<file path="src/hw/rtl/one_wire_slave_rom_emulator_core_defines.svh">
// Assertion macros shared by the ROM emulator RTL.
// No dependencies; included by files that carry concurrent checks.
`ifndef ONE_WIRE_SLAVE_ROM_EMULATOR_CORE_DEFINES_SVH
`define ONE_WIRE_SLAVE_ROM_EMULATOR_CORE_DEFINES_SVH

// same-cycle implication
`define OWSRE_ASSERT_IMPL(label, clk, rst_n, ante, cons, msg) \
  label: assert property (@(posedge clk) disable iff (!rst_n) (ante) |-> (cons)) \
    else $error(msg);

// next-cycle implication
`define OWSRE_ASSERT_NEXT(label, clk, rst_n, ante, cons, msg) \
  label: assert property (@(posedge clk) disable iff (!rst_n) (ante) |=> (cons)) \
    else $error(msg);

`endif

</file>
<file path="src/hw/rtl/owsre_pkg.sv">
// Types and constants of the 1-Wire slave ROM emulator.
// No dependencies; imported by every module of the block.
package owsre_pkg;

  localparam int TIMER_PERIOD = 32768;
  localparam int CAP_W        = $clog2(TIMER_PERIOD);
  localparam int ADDR_W       = 6;
  localparam int DATA_W       = 64;

  localparam logic [7:0] CMD_READ_ROM     = 8'h33;
  localparam logic [7:0] CMD_READ_ROM_ALT = 8'h0F;
  localparam logic [7:0] CMD_SEARCH_ROM   = 8'hF0;

  localparam logic [CAP_W-1:0] RST_LO   = CAP_W'(460);
  localparam logic [CAP_W-1:0] RST_HI   = CAP_W'(550);
  localparam logic [CAP_W-1:0] SHORT_LO = CAP_W'(1);
  localparam logic [CAP_W-1:0] SHORT_HI = CAP_W'(15);
  localparam logic [CAP_W-1:0] ONE_HI   = CAP_W'(30);
  localparam logic [CAP_W-1:0] LONG_LO  = CAP_W'(40);
  localparam logic [CAP_W-1:0] LONG_HI  = CAP_W'(120);

  localparam logic [7:0] PRESENCE_LEN_RST   = 8'd150;
  localparam logic [7:0] PRESENCE_DELAY_RST = 8'd18;
  localparam logic [7:0] ZERO_LEN_RST       = 8'd30;

  localparam logic [2:0] REG_ROM_ID         = 3'd0;
  localparam logic [2:0] REG_ENABLE         = 3'd1;
  localparam logic [2:0] REG_PRESENCE_LEN   = 3'd2;
  localparam logic [2:0] REG_PRESENCE_DELAY = 3'd3;
  localparam logic [2:0] REG_ZERO_LEN       = 3'd4;

  typedef enum logic [1:0] {
    PH_IDLE   = 2'd0,
    PH_CMD    = 2'd1,
    PH_READ   = 2'd2,
    PH_SEARCH = 2'd3
  } phase_t;

  typedef struct packed {
    logic              psel;
    logic              penable;
    logic              pwrite;
    logic [ADDR_W-1:0] paddr;
    logic [DATA_W-1:0] pwdata;
  } apb_req_t;

  typedef struct packed {
    logic [63:0] rom_id;
    logic        enable;
    logic [7:0]  presence_len;
    logic [7:0]  presence_delay;
    logic [7:0]  zero_len;
  } cfg_t;

  typedef struct packed {
    logic       is_presence;
    logic [7:0] lead_us;
    logic [7:0] len_us;
  } pulse_t;

endpackage

</file>
<file path="src/hw/rtl/owsre_cfg_regs.sv">
// APB register file of the ROM emulator: id, enable and pulse timing.
// Depends on owsre_pkg.
module owsre_cfg_regs (
  input  logic                      clk,
  input  logic                      rst_n,
  input  owsre_pkg::apb_req_t       req,
  output logic [owsre_pkg::DATA_W-1:0] prdata,
  output owsre_pkg::cfg_t           cfg
);
  import owsre_pkg::*;

  cfg_t       cfg_r;
  logic       wr_en;
  logic [2:0] reg_idx;

  assign wr_en   = req.psel && req.penable && req.pwrite;
  assign reg_idx = req.paddr[ADDR_W-1:3];
  assign cfg     = cfg_r;

  always_ff @(posedge clk) begin
    if (!rst_n) begin
      cfg_r.rom_id         <= '0;
      cfg_r.enable         <= 1'b0;
      cfg_r.presence_len   <= PRESENCE_LEN_RST;
      cfg_r.presence_delay <= PRESENCE_DELAY_RST;
      cfg_r.zero_len       <= ZERO_LEN_RST;
    end else if (wr_en) begin
      unique case (reg_idx)
        REG_ROM_ID:         cfg_r.rom_id         <= req.pwdata;
        REG_ENABLE:         cfg_r.enable         <= req.pwdata[0];
        REG_PRESENCE_LEN:   cfg_r.presence_len   <= req.pwdata[7:0];
        REG_PRESENCE_DELAY: cfg_r.presence_delay <= req.pwdata[7:0];
        REG_ZERO_LEN:       cfg_r.zero_len       <= req.pwdata[7:0];
        default: ;
      endcase
    end
  end

  always_comb begin
    unique case (reg_idx)
      REG_ROM_ID:         prdata = cfg_r.rom_id;
      REG_ENABLE:         prdata = {{(DATA_W-1){1'b0}}, cfg_r.enable};
      REG_PRESENCE_LEN:   prdata = {{(DATA_W-8){1'b0}}, cfg_r.presence_len};
      REG_PRESENCE_DELAY: prdata = {{(DATA_W-8){1'b0}}, cfg_r.presence_delay};
      REG_ZERO_LEN:       prdata = {{(DATA_W-8){1'b0}}, cfg_r.zero_len};
      default:            prdata = '0;
    endcase
  end

endmodule

</file>
<file path="src/hw/rtl/owsre_link.sv">
// Link layer: edge width classing, command receive, Read ROM and Search ROM.
// Depends on owsre_pkg and the assertion macro header.
`include "one_wire_slave_rom_emulator_core_defines.svh"
module owsre_link #(
  parameter int ROM_BITS = 64
) (
  input  logic                        clk,
  input  logic                        rst_n,
  input  logic                        fire,
  input  logic [owsre_pkg::CAP_W-1:0] cap,
  input  owsre_pkg::cfg_t             cfg,
  output logic                        res_valid,
  output owsre_pkg::pulse_t           res
);
  import owsre_pkg::*;

  localparam int IDX_W = ($clog2(ROM_BITS + 1) > 4) ? $clog2(ROM_BITS + 1) : 4;
  localparam int RIW   = (ROM_BITS > 1) ? $clog2(ROM_BITS) : 1;
  localparam logic [IDX_W-1:0] ROM_LIM = IDX_W'(ROM_BITS);
  localparam logic [IDX_W-1:0] CMD_LIM = IDX_W'(8);

  logic [CAP_W-1:0] last_r, last_nxt;
  logic [IDX_W-1:0] idx_r, idx_nxt;
  logic [1:0]       part_r, part_nxt;
  logic [7:0]       cmd_r, cmd_nxt;
  phase_t           phase_r, phase_nxt;
  logic             par_r, par_nxt;

  logic [CAP_W-1:0]    width;
  logic                is_rst, is_short, is_one, is_long;
  logic                rbit;
  logic [ROM_BITS-1:0] rom_vec;
  logic                live;

  assign live     = fire && cfg.enable;
  assign width    = cap - last_r;
  assign is_rst   = (width > RST_LO) && (width < RST_HI);
  assign is_short = (width > SHORT_LO) && (width < SHORT_HI);
  assign is_one   = (width > SHORT_LO) && (width < ONE_HI);
  assign is_long  = (width > LONG_LO) && (width < LONG_HI);
  assign rom_vec  = cfg.rom_id[ROM_BITS-1:0];
  assign rbit     = rom_vec[idx_r[RIW-1:0]];

  always_ff @(posedge clk) begin
    if (!rst_n) begin
      last_r  <= '0;
      idx_r   <= '0;
      part_r  <= '0;
      cmd_r   <= '0;
      phase_r <= PH_CMD;
      par_r   <= 1'b0;
    end else begin
      last_r  <= last_nxt;
      idx_r   <= idx_nxt;
      part_r  <= part_nxt;
      cmd_r   <= cmd_nxt;
      phase_r <= phase_nxt;
      par_r   <= par_nxt;
    end
  end

  always_comb begin
    last_nxt  = last_r;
    idx_nxt   = idx_r;
    part_nxt  = part_r;
    cmd_nxt   = cmd_r;
    phase_nxt = phase_r;
    par_nxt   = par_r;
    res_valid = 1'b0;
    res       = '{is_presence: 1'b0, lead_us: 8'd0, len_us: cfg.zero_len};
    if (live) begin
      last_nxt = cap;
      if (is_rst) begin
        idx_nxt   = '0;
        part_nxt  = '0;
        cmd_nxt   = '0;
        phase_nxt = PH_CMD;
        par_nxt   = 1'b0;
        res_valid = 1'b1;
        res       = '{is_presence: 1'b1, lead_us: cfg.presence_delay,
                      len_us: cfg.presence_len};
      end
      par_nxt = ~par_nxt;
      if (par_nxt) begin
        unique case (phase_nxt)
          PH_READ: begin
            if ((idx_nxt < ROM_LIM) && is_short) begin
              res_valid = !rbit;
              idx_nxt   = idx_nxt + IDX_W'(1);
            end
          end
          PH_SEARCH: begin
            if (idx_nxt < ROM_LIM) begin
              if (part_nxt == 2'd2) begin
                if (is_short || is_long) begin
                  if ((is_short && !rbit) || (!is_short && rbit)) begin
                    phase_nxt = PH_IDLE;
                  end
                  part_nxt = 2'd0;
                  idx_nxt  = idx_nxt + IDX_W'(1);
                end
              end else if (is_short) begin
                res_valid = ((part_nxt == 2'd0) && !rbit) || ((part_nxt == 2'd1) && rbit);
                part_nxt  = part_nxt + 2'd1;
              end
            end
          end
          PH_CMD: begin
            if (idx_nxt < CMD_LIM) begin
              if (is_one) begin
                cmd_nxt[idx_nxt[2:0]] = 1'b1;
                idx_nxt = idx_nxt + IDX_W'(1);
              end else if (is_long) begin
                idx_nxt = idx_nxt + IDX_W'(1);
              end
            end
            if (idx_nxt == CMD_LIM) begin
              if ((cmd_nxt == CMD_READ_ROM) || (cmd_nxt == CMD_READ_ROM_ALT)) begin
                phase_nxt = PH_READ;
                idx_nxt   = '0;
                part_nxt  = '0;
              end else if (cmd_nxt == CMD_SEARCH_ROM) begin
                phase_nxt = PH_SEARCH;
                idx_nxt   = '0;
                part_nxt  = '0;
              end
            end
          end
          default: ;
        endcase
      end
    end
  end

  `OWSRE_ASSERT_NEXT(a_idle_sticky, clk, rst_n, (phase_r == PH_IDLE) && !(live && is_rst),
                     phase_r == PH_IDLE, "idle left without bus reset")
  `OWSRE_ASSERT_IMPL(a_part_range, clk, rst_n, 1'b1, part_r != 2'd3,
                     "search triplet position out of range")
  `OWSRE_ASSERT_IMPL(a_slot_range, clk, rst_n, (phase_r == PH_READ) || (phase_r == PH_SEARCH),
                     idx_r <= ROM_LIM, "slot index past ROM length")
  `OWSRE_ASSERT_NEXT(a_disabled_hold, clk, rst_n, !live, $stable(last_r) && $stable(par_r),
                     "state moved without an enabled capture")

endmodule

</file>
<file path="src/hw/rtl/one_wire_slave_rom_emulator_core.sv">
// 1-Wire slave ROM emulator, top level: input register, link logic, result register.
// A capture waits in the input register, then any pulse word it yields is registered.
// Throughput: one capture per cycle while out_stall is low; link logic is combinational.
// Reset: synchronous, active low; clears valids and link state, loads register defaults.
// Depends on owsre_pkg, owsre_cfg_regs, owsre_link and the assertion macro header.
`include "one_wire_slave_rom_emulator_core_defines.svh"
module one_wire_slave_rom_emulator_core #(
  parameter int ROM_BITS = 64
) (
  input  logic                         clk,
  input  logic                         rst_n,
  input  logic                         in_valid,
  output logic                         in_stall,
  input  logic [owsre_pkg::CAP_W-1:0]  in_capture_time,
  output logic                         out_valid,
  input  logic                         out_stall,
  output logic                         out_pulse_is_presence,
  output logic [7:0]                   out_pulse_delay_us,
  output logic [7:0]                   out_pulse_len_us,
  input  logic                         cfg_psel,
  input  logic                         cfg_penable,
  input  logic                         cfg_pwrite,
  input  logic [owsre_pkg::ADDR_W-1:0] cfg_paddr,
  input  logic [owsre_pkg::DATA_W-1:0] cfg_pwdata,
  output logic [owsre_pkg::DATA_W-1:0] cfg_prdata,
  output logic                         cfg_pready
);
  import owsre_pkg::*;

  apb_req_t         apb_req;
  cfg_t             cfg;
  logic             s1_valid_r, s1_valid_nxt;
  logic [CAP_W-1:0] s1_cap_r;
  logic             out_valid_r, out_valid_nxt;
  pulse_t           out_word_r;
  logic             adv, in_take, res_valid;
  pulse_t           res;

  assign apb_req    = '{psel: cfg_psel, penable: cfg_penable, pwrite: cfg_pwrite,
                        paddr: cfg_paddr, pwdata: cfg_pwdata};
  assign cfg_pready = 1'b1;

  owsre_cfg_regs u_cfg (
    .clk    (clk),
    .rst_n  (rst_n),
    .req    (apb_req),
    .prdata (cfg_prdata),
    .cfg    (cfg)
  );

  assign adv      = s1_valid_r && (!out_valid_r || !out_stall);
  assign in_stall = s1_valid_r && !adv;
  assign in_take  = in_valid && !in_stall;

  owsre_link #(.ROM_BITS(ROM_BITS)) u_link (
    .clk       (clk),
    .rst_n     (rst_n),
    .fire      (adv),
    .cap       (s1_cap_r),
    .cfg       (cfg),
    .res_valid (res_valid),
    .res       (res)
  );

  always_comb begin
    s1_valid_nxt = s1_valid_r;
    if (in_take) begin
      s1_valid_nxt = 1'b1;
    end else if (adv) begin
      s1_valid_nxt = 1'b0;
    end
    out_valid_nxt = out_valid_r;
    if (adv) begin
      out_valid_nxt = res_valid;
    end else if (out_valid_r && !out_stall) begin
      out_valid_nxt = 1'b0;
    end
  end

  always_ff @(posedge clk) begin
    if (!rst_n) begin
      s1_valid_r  <= 1'b0;
      out_valid_r <= 1'b0;
    end else begin
      s1_valid_r  <= s1_valid_nxt;
      out_valid_r <= out_valid_nxt;
    end
  end

  always_ff @(posedge clk) begin
    if (in_take) begin
      s1_cap_r <= in_capture_time;
    end
    if (adv && res_valid) begin
      out_word_r <= res;
    end
  end

  assign out_valid             = out_valid_r;
  assign out_pulse_is_presence = out_word_r.is_presence;
  assign out_pulse_delay_us    = out_word_r.lead_us;
  assign out_pulse_len_us      = out_word_r.len_us;

  `OWSRE_ASSERT_IMPL(a_zero_no_delay, clk, rst_n, out_valid_r && !out_word_r.is_presence,
                     out_word_r.lead_us == 8'd0, "data zero pulse with nonzero delay")
  `OWSRE_ASSERT_IMPL(a_stall_needs_item, clk, rst_n, in_stall, s1_valid_r && out_valid_r,
                     "input stalled with room downstream")
  `OWSRE_ASSERT_NEXT(a_s1_held, clk, rst_n, s1_valid_r && !adv,
                     s1_valid_r && $stable(s1_cap_r), "pending capture lost")

endmodule
</file>
<file path="config.mk">
export PLATFORM = sky130hd
export DESIGN_NAME = one_wire_slave_rom_emulator_core
export DESIGN_NICKNAME = d
export VERILOG_FILES = /design/src/hw/rtl/owsre_pkg.sv /design/src/hw/rtl/owsre_cfg_regs.sv /design/src/hw/rtl/owsre_link.sv /design/src/hw/rtl/one_wire_slave_rom_emulator_core.sv
export VERILOG_INCLUDE_DIRS = /design/src /design/src/hw/rtl
export SDC_FILE = /design/constraint.sdc
export NUM_CORES = 1
export LEC_CHECK = 0
export CAP_MARGIN = 20
export CORE_MARGIN = 2
export CORE_UTILIZATION = 65
export DETAILED_ROUTE_END_ITERATION = 10
export DONT_BUFFER_PORTS = 1
export PLACE_DENSITY = 0.86
export SETUP_SLACK_MARGIN = 0.15
export SLEW_MARGIN = 20
export SYNTH_ARGS = -nofsm -noshare
export SYNTH_HDL_FRONTEND = slang
export SYNTH_SLANG_ARGS = --single-unit
</file>
<file path="constraint.sdc">
create_clock -name clk -period 8.1 [get_ports clk]
set_input_delay 2.43 -clock clk [delete_from_list [all_inputs] [get_ports clk]]
set_output_delay 2.43 -clock clk [all_outputs]
set_load 0.01 [all_outputs]
</file>
After elaboration in Yosys (flattened, before gate mapping)
Cells that the tools add are included.
- flip-flop bits (word level): 158
- bits in latches: 0
- RAM bits: 0
- memory bits (read-only): 0
- input bits: 92
- output and inout port bits: 84
- word-level logic and storage cells: 155
- memories kept: 0
- add/subtract/negate cells: 3
- multipliers: 0
- divide/modulo/power cells: 0
- $lt $le $gt $ge: 12
- equal/unequal tests: 13
- shift-type cells: 0
- multiplexer cells: 69
- bitwise logic cells: 2
- reductions and logical operators: 39
- operator list (kind ; count):
    case mux 64 bit (5 select lines) ; 1
    two-way mux 7 bit ; 16
    two-way mux 8 bit ; 10
    two-way mux 2 bit ; 20
    case mux 7 bit (3 select lines) ; 1
    logical AND 1 bit ; 18
    two-way mux 17 bit ; 1
    > comparator 15 x 1 -> 1 bit, second input constant ; 1
    > comparator 15 x 6 -> 1 bit, second input constant ; 1
    > comparator 15 x 9 -> 1 bit, second input constant ; 1
    < comparator 15 x 10 -> 1 bit, second input constant ; 1
    < comparator 15 x 4 -> 1 bit, second input constant ; 1
    < comparator 15 x 5 -> 1 bit, second input constant ; 1
    < comparator 15 x 7 -> 1 bit, second input constant ; 1
    two-way mux 1 bit ; 15
    subtractor 15 bit ; 1
    AND reduction 2 bit ; 6
    == test 8 x 4 -> 1 bit, second input constant ; 1
    == test 8 x 6 -> 1 bit, second input constant ; 1
    == test 8 bit, second input constant ; 1
    OR 8 bit ; 1
    case mux 2 bit (2 select lines) ; 2
    adder 7 x 1 -> 7 bit, second input constant ; 1
    == test 7 x 4 -> 1 bit, second input constant ; 1
    20 further kinds ; 34

Depth between registers and ports, before layout
- depth after elaboration: 21
- mapped depth: 22

Hierarchy
From an unflattened synthesis, not the netlist that was laid out.
- cells, all modules: 1040
- area, all modules: 9321.4 um^2
- by module, submodules not included (module ; times used ; cells an instance ; area each (um^2)):
    owsre_cfg_regs ; 1 ; 479 ; 4272.8
    owsre_link ; 1 ; 517 ; 3985.1
    one_wire_slave_rom_emulator_core ; 1 ; 44 ; 1063.5

Worst setup path after synthesis
OpenSTA, ideal clock, no wires.
- path type: input to output
- start: in cfg_paddr[4] in the netlist's numbering
- end: out cfg_prdata[1] in the netlist's numbering
- arrival time: 3376 ps
- setup slack: 2294 ps
- stages on the path: 5
- buffers on the path: 1
- cell sequence: buf_1 > mux2i_1 > nor2_1 > a21oi_1 > o21ai_0
- cells in the longest elaborated chain, start to end: 2
- ends and longest elaborated chain (item ; RTL line ; source):
    from (decl) ; one_wire_slave_rom_emulator_core.sv:23 ; input logic [owsre_pkg::ADDR_W-1:0] cfg_paddr,
    == test 3 bit, or another cell as far along ; owsre_cfg_regs.sv:40 ; unique case (reg_idx)
    case mux 64 bit (5 select lines) * ; owsre_cfg_regs.sv:40 ;
    to (decl) ; one_wire_slave_rom_emulator_core.sv:25 ; output logic [owsre_pkg::DATA_W-1:0] cfg_prdata,
Every way passes the cells marked *; elsewhere a longest branch is shown, timed or not.

Worst setup path after layout
- start: reg s1_cap_r[0]
- end: reg u_link.idx_r[6]
- cells in the longest elaborated chain, start to end: 21
- ends and longest elaborated chain (item ; RTL line ; source):
    from (decl) ; one_wire_slave_rom_emulator_core.sv:33 ; logic [CAP_W-1:0] s1_cap_r;
    from (signal assigned) ; one_wire_slave_rom_emulator_core.sv:92 ; s1_cap_r <= in_capture_time;
    subtractor 15 bit * ; owsre_link.sv:36 ; assign width = cap - last_r;
    > comparator 15 x 9 -> 1 bit / < comparator 15 x 10 -> 1 bit (equally long branches) ; owsre_link.sv:37 ; assign is_rst = (width > RST_LO) && (width < RST_HI);
    logical AND 1 bit ; owsre_link.sv:37 ;
    two-way mux 7 bit ; owsre_link.sv:73 ; if (is_rst) begin
    two-way mux 7 bit ; owsre_link.sv:71 ; if (live) begin
    < comparator 3 x 4 -> 1 bit (not written as such) / greater-or-equal comparator 3 x 1 -> 1 bit (equally long branches) ; owsre_link.sv:111 ; cmd_nxt[idx_nxt[2:0]] = 1'b1;
    logical AND 1 bit (not written as such) ; owsre_link.sv:111 ;
    two-way mux 1 bit (not written as such) ; owsre_link.sv:111 ;
    [5 not listed] ; - ;
    two-way mux 8 bit ; owsre_link.sv:84 ; if (par_nxt) begin
    two-way mux 8 bit ; owsre_link.sv:71 ;
    == test 8 bit, or another cell as far along ; owsre_link.sv:122 ; end else if (cmd_nxt == CMD_SEARCH_ROM) begin
    two-way mux 7 bit / logical OR 1 bit (equally long branches) ; owsre_link.sv:122, owsre_link.sv:118 ;
    two-way mux 7 bit ; owsre_link.sv:118 ; if ((cmd_nxt == CMD_READ_ROM) || (cmd_nxt == CMD_READ_ROM_ALT)) begin
    two-way mux 7 bit ; owsre_link.sv:117 ; if (idx_nxt == CMD_LIM) begin
    case mux 7 bit (3 select lines) ; owsre_link.sv:85 ; unique case (phase_nxt)
    two-way mux 7 bit * ; owsre_link.sv:84 ;
    to (signal assigned) ; owsre_link.sv:54 ; idx_r <= idx_nxt;
    to (decl) ; owsre_link.sv:23 ; logic [IDX_W-1:0] idx_r, idx_nxt;
Every way passes the cells marked *; elsewhere a longest branch is shown, timed or not. The select of a mux whose other input is x is not followed.
A chain may end at the register's enable or synchronous reset.

==> metrics.md <==
| Metric | Value |
|---|---|
| Pwr/cell area | 184 mW/mm2 |
| Area grow syn2layout | 6.63% |
| Worst Hold Launch | u_cfg.cfg[75] |
| GP Congestion | approximately 1 |
| Diode count | 0 |
| Fin Clk Skew | about 0.011 ns |
| Core Box Area | 0.0133 mm2 |
| Mapped Nets | 1170 |
| Most frequent CP cell | inv_1 |
| Clk_lat worst skew | 0.43 ns |
| Synth Flop Type | dfxtp_1 |
| Synth cell types | 67 |
| Yosys reg bits | 158 |
| Share of the synthesized area in the top cell type | 28.5% |
| Clk pin slew, worst setup/hold paths | 0.06 ns |
| Final Hold Viols | 0 |
| CP Capture Type | flip-flop |
| Req. time, crit path | 8.39 ns |
| Area leader, netlist | dfxtp_1 |
| P_leak | 3.28 nW |
| Post-cts sizing count | 0 |
| FF-to-FF End | u_link.idx_r[6] |
| Die width | 121 um |
| Port bufs | 0 |
| Peak VDD IR | 145 uV |
| CP Class | reg -> reg |
| Setup TNS Final | 0 ns |
| Vias/cell | between 6 and 7 |
| Slowest-stage cell, CP | nor3_1 |
| Crit path to | u_link.idx_r[6] |
| Slew margin rel. | a little under a third |
| Top cells by area, synth | dfxtp_1 (28%), nand2_1 (11%), edfxtp_1 (11%) |
| Clock Path Buffers | 2 |
| Number of setup buffers added after CTS | 0 |
| DR vias | 7614 |
| Layout Utilization | a little under three quarters |
| Worst slew pin tran | between 1 and 1.5 ns |
| Most common cell in the synthesized netlist | nand2_1 |
| Remaining Overflow, GRT | 0 |
| Routed Antenna Nets | 0 |
| Global-route wire length before repair | 36500 um |
| Vias in the first global route | between 7000 and 8000 |
| Post-CTS Hold Buffers | 0 |
| Post-synthesis sequential area ratio | 39.3% |
| WP data arrival | 6.53 ns |
| Synth cell count leaders | nand2_1 (266), dfxtp_1 (126), a21boi_0 (78) |
| Yosys warns | 0 |
| Die area | 0.0146 mm2 |
| Die Ht | 121 um |
| Initial Utilization | roughly 67% |
| Mapped Area | 0.00886 mm2 |
| TritonRoute pass-1 iters | 5 |
| DRT Wirelength | 22600 um |
| Starting DRT DRC Count | ~740 |
| Status | completed |
| CTS tree | done |
| Num rows | 42 |
| Layout cells sized above 1 | 7.40% |
| Root buf cell | clkbuf_16 |
| Antenna violations before repair | 0 |
| Fillers | 989 |
| Syn_area_per_cell | 8.37 um2 |
| Fmax | 0.160 GHz |
| Min Tclk post-route | 6.24 ns |
| Final layout net count | 1125 |
| I/O pin total | between 150 and 200 |
| RSZ-0062 raised after global routing | no |
| Dpl hpwl | approximately 16000 um |
| Mapped Cells | 1059 |
| Worst-path cell chain | inv_1 > ha_1 > inv_1 > fa_1 > a21o_1 > and4_1 > or3_1 > a2111o_1 > a2111o_1 > nor3_1 > nand2b_1 > buf_4 > nand2_1 > inv_1 > ha_1 > xor2_1 > o31ai_1 > nand2_1 > a22oi_1 > o2111ai_2 > a31oi_2 > a21oi_1 |
| Htree depth | 4 |
| Clk sinks | 158 |
| Cell count of the worst reg-to-reg path | 22 |
| CP startpoint kind | flip-flop |
| Final Max Tran Viols | 0 |
| Launch point of the worst path | s1_cap_r[0] |
| Final setup fails | 0 |
| GRT Overall Usage | 31.5% |
| Largest net degree at the start of global routing | 109 |
| Ys async rst share | 0% |
| Cts bufs inserted | 17 |
| Worst Hold Class | reg -> reg |
| RR Startpoint | s1_cap_r[0] |
| Post-synth EDFFs | 32 |
| R2R setup slack | approximately 1.9 ns |
| CP Max Fanout | 13 |
| Tcrit/Tclk final | 77.1% |
| Max-Cap Viols | 0 |
| Max incr delay on CP | about 0.67 ns |
| DRC errors left | 0 |
| DR WL/cell | between 15 and 20 um |
## stage by stage
stage	instances	worst slack [ns]	hold WS [ns]	instance area, um2	power (mW)
after CTS	1203	2.02	0.471	9450	1.74
after detailed placement	1171	2.08	0.463	8860	0.958
after floorplan	1059	2.29	0.436	8860	0.940
after global placement	1171	2.17	0.448	8860	0.956
after global routing	1203	1.44	0.490	9450	1.78
final	1203	1.86	0.470	9450	1.74
## metal layers
metal / global-route usage (%) / share of wire (%) / routed length (um)
met3: 6.60 / 7.5 / 1700
met4: 10.8 / 1.9 / 422
met1: 41.3 / 42 / 9440
met5: 0 / 0 / 0
met2: 51.9 / 49 / 11000
## cell usage in the layout (no fill, tap or decap), types with 5 or more instances in the layout
| cell | count |
|---|---|
| ha_1 | 18 |
| nand4_1 | 10 |
| mux4_2 | 21 |
| or3_1 | 7 |
| nor2b_1 | 10 |
| edfxtp_1 | 32 |
| xnor2_1 | 7 |
| nor2_1 | 36 |
| clkbuf_16 | 19 |
| o21ai_0 | 38 |
| dfxtp_1 | 126 |
| nor3_1 | 14 |
| a41oi_1 | 5 |
| nand2b_1 | 7 |
| nor4_1 | 11 |
| a21o_1 | 9 |
| a31oi_1 | 8 |
| nand3_1 | 17 |
| buf_4 | 6 |
| xor2_1 | 5 |
| nand2_1 | 266 |
| inv_1 | 31 |
| a21oi_1 | 56 |
| and2_1 | 76 |
| mux2i_1 | 18 |
| and3_1 | 5 |
| a21boi_0 | 78 |
| clkinv_2 | 5 |
## where the power goes
part | internal [mW] | switching [mW]
clock network | 0.474 | 0.318
registers | 0.812 | 0.00747
logic | 0.0471 | 0.0794
total | 1.33 | 0.404
## logic make-up (layout without fill, tap and decap cells)
family	Yosys count	count (layout)	share of synthesized area, %
mux	42	42	7.75
compound gates	249	249	19.4
fa+ha+maj	19	19	2.77
flops	158	158	39.3
xor+xnor	12	12	1.19
other cells	1	1	0.0423
simple gates	477	477	25.1
buf+inv	101	69	4.49
## how the worst min path moves through the flow
stage,endpoint,slack [ns],depth (start not counted)
finish,u_cfg.cfg[75],0.47,2
detailed placement,u_link.last_r[8],0.46,2
global route,u_cfg.cfg[75],0.49,2
floorplan,u_link.cmd_r[7],0.44,2
CTS,u_link.last_r[8],0.47,2
global placement,u_link.last_r[13],0.45,2
## cell type report
| class | count | area (um2) | area share [%] |
|---|---|---|---|
| timing repair buffer | 6 | 45.0 | 0.477 |
| multi-input combinational | 800 | 5000 | 52.9 |
| inverter | 31 | 116 | 1.23 |
| clock buffer | 23 | 510 | 5.40 |
| tap | 176 | 220 | 2.33 |
| clock inverter | 9 | 80.1 | 0.847 |
| sequential | 158 | 3480 | 36.9 |
## registers in the layout, indices dropped and copies added, names as in the netlist
| name | cells |
|---|---|
| out_pulse_delay_us | 8 |
| u_link.par_r | 1 |
| out_pulse_is_presence | 1 |
| out_valid | 1 |
| u_cfg.cfg | 89 |
| u_link.last_r | 15 |
| s1_cap_r | 15 |
| u_link.part_r | 2 |
| u_link.phase_r | 2 |
| s1_valid_r | 1 |
| u_link.idx_r | 7 |
| u_link.cmd_r | 8 |
| out_pulse_len_us | 8 |
## worst max-delay path: cells and delay by family, from the launching register on
kind	cells	cell delay, ns
buffers and inverters	4	0.51
DFF	1	0.39
adders and majority gates	3	0.87
xor gates and xnor gates	1	0.16
and+or+nand+nor	6	1.96
AOI/OAI and AO/OA	8	2.21
Note: power is estimated with default switching activity, not from simulation.
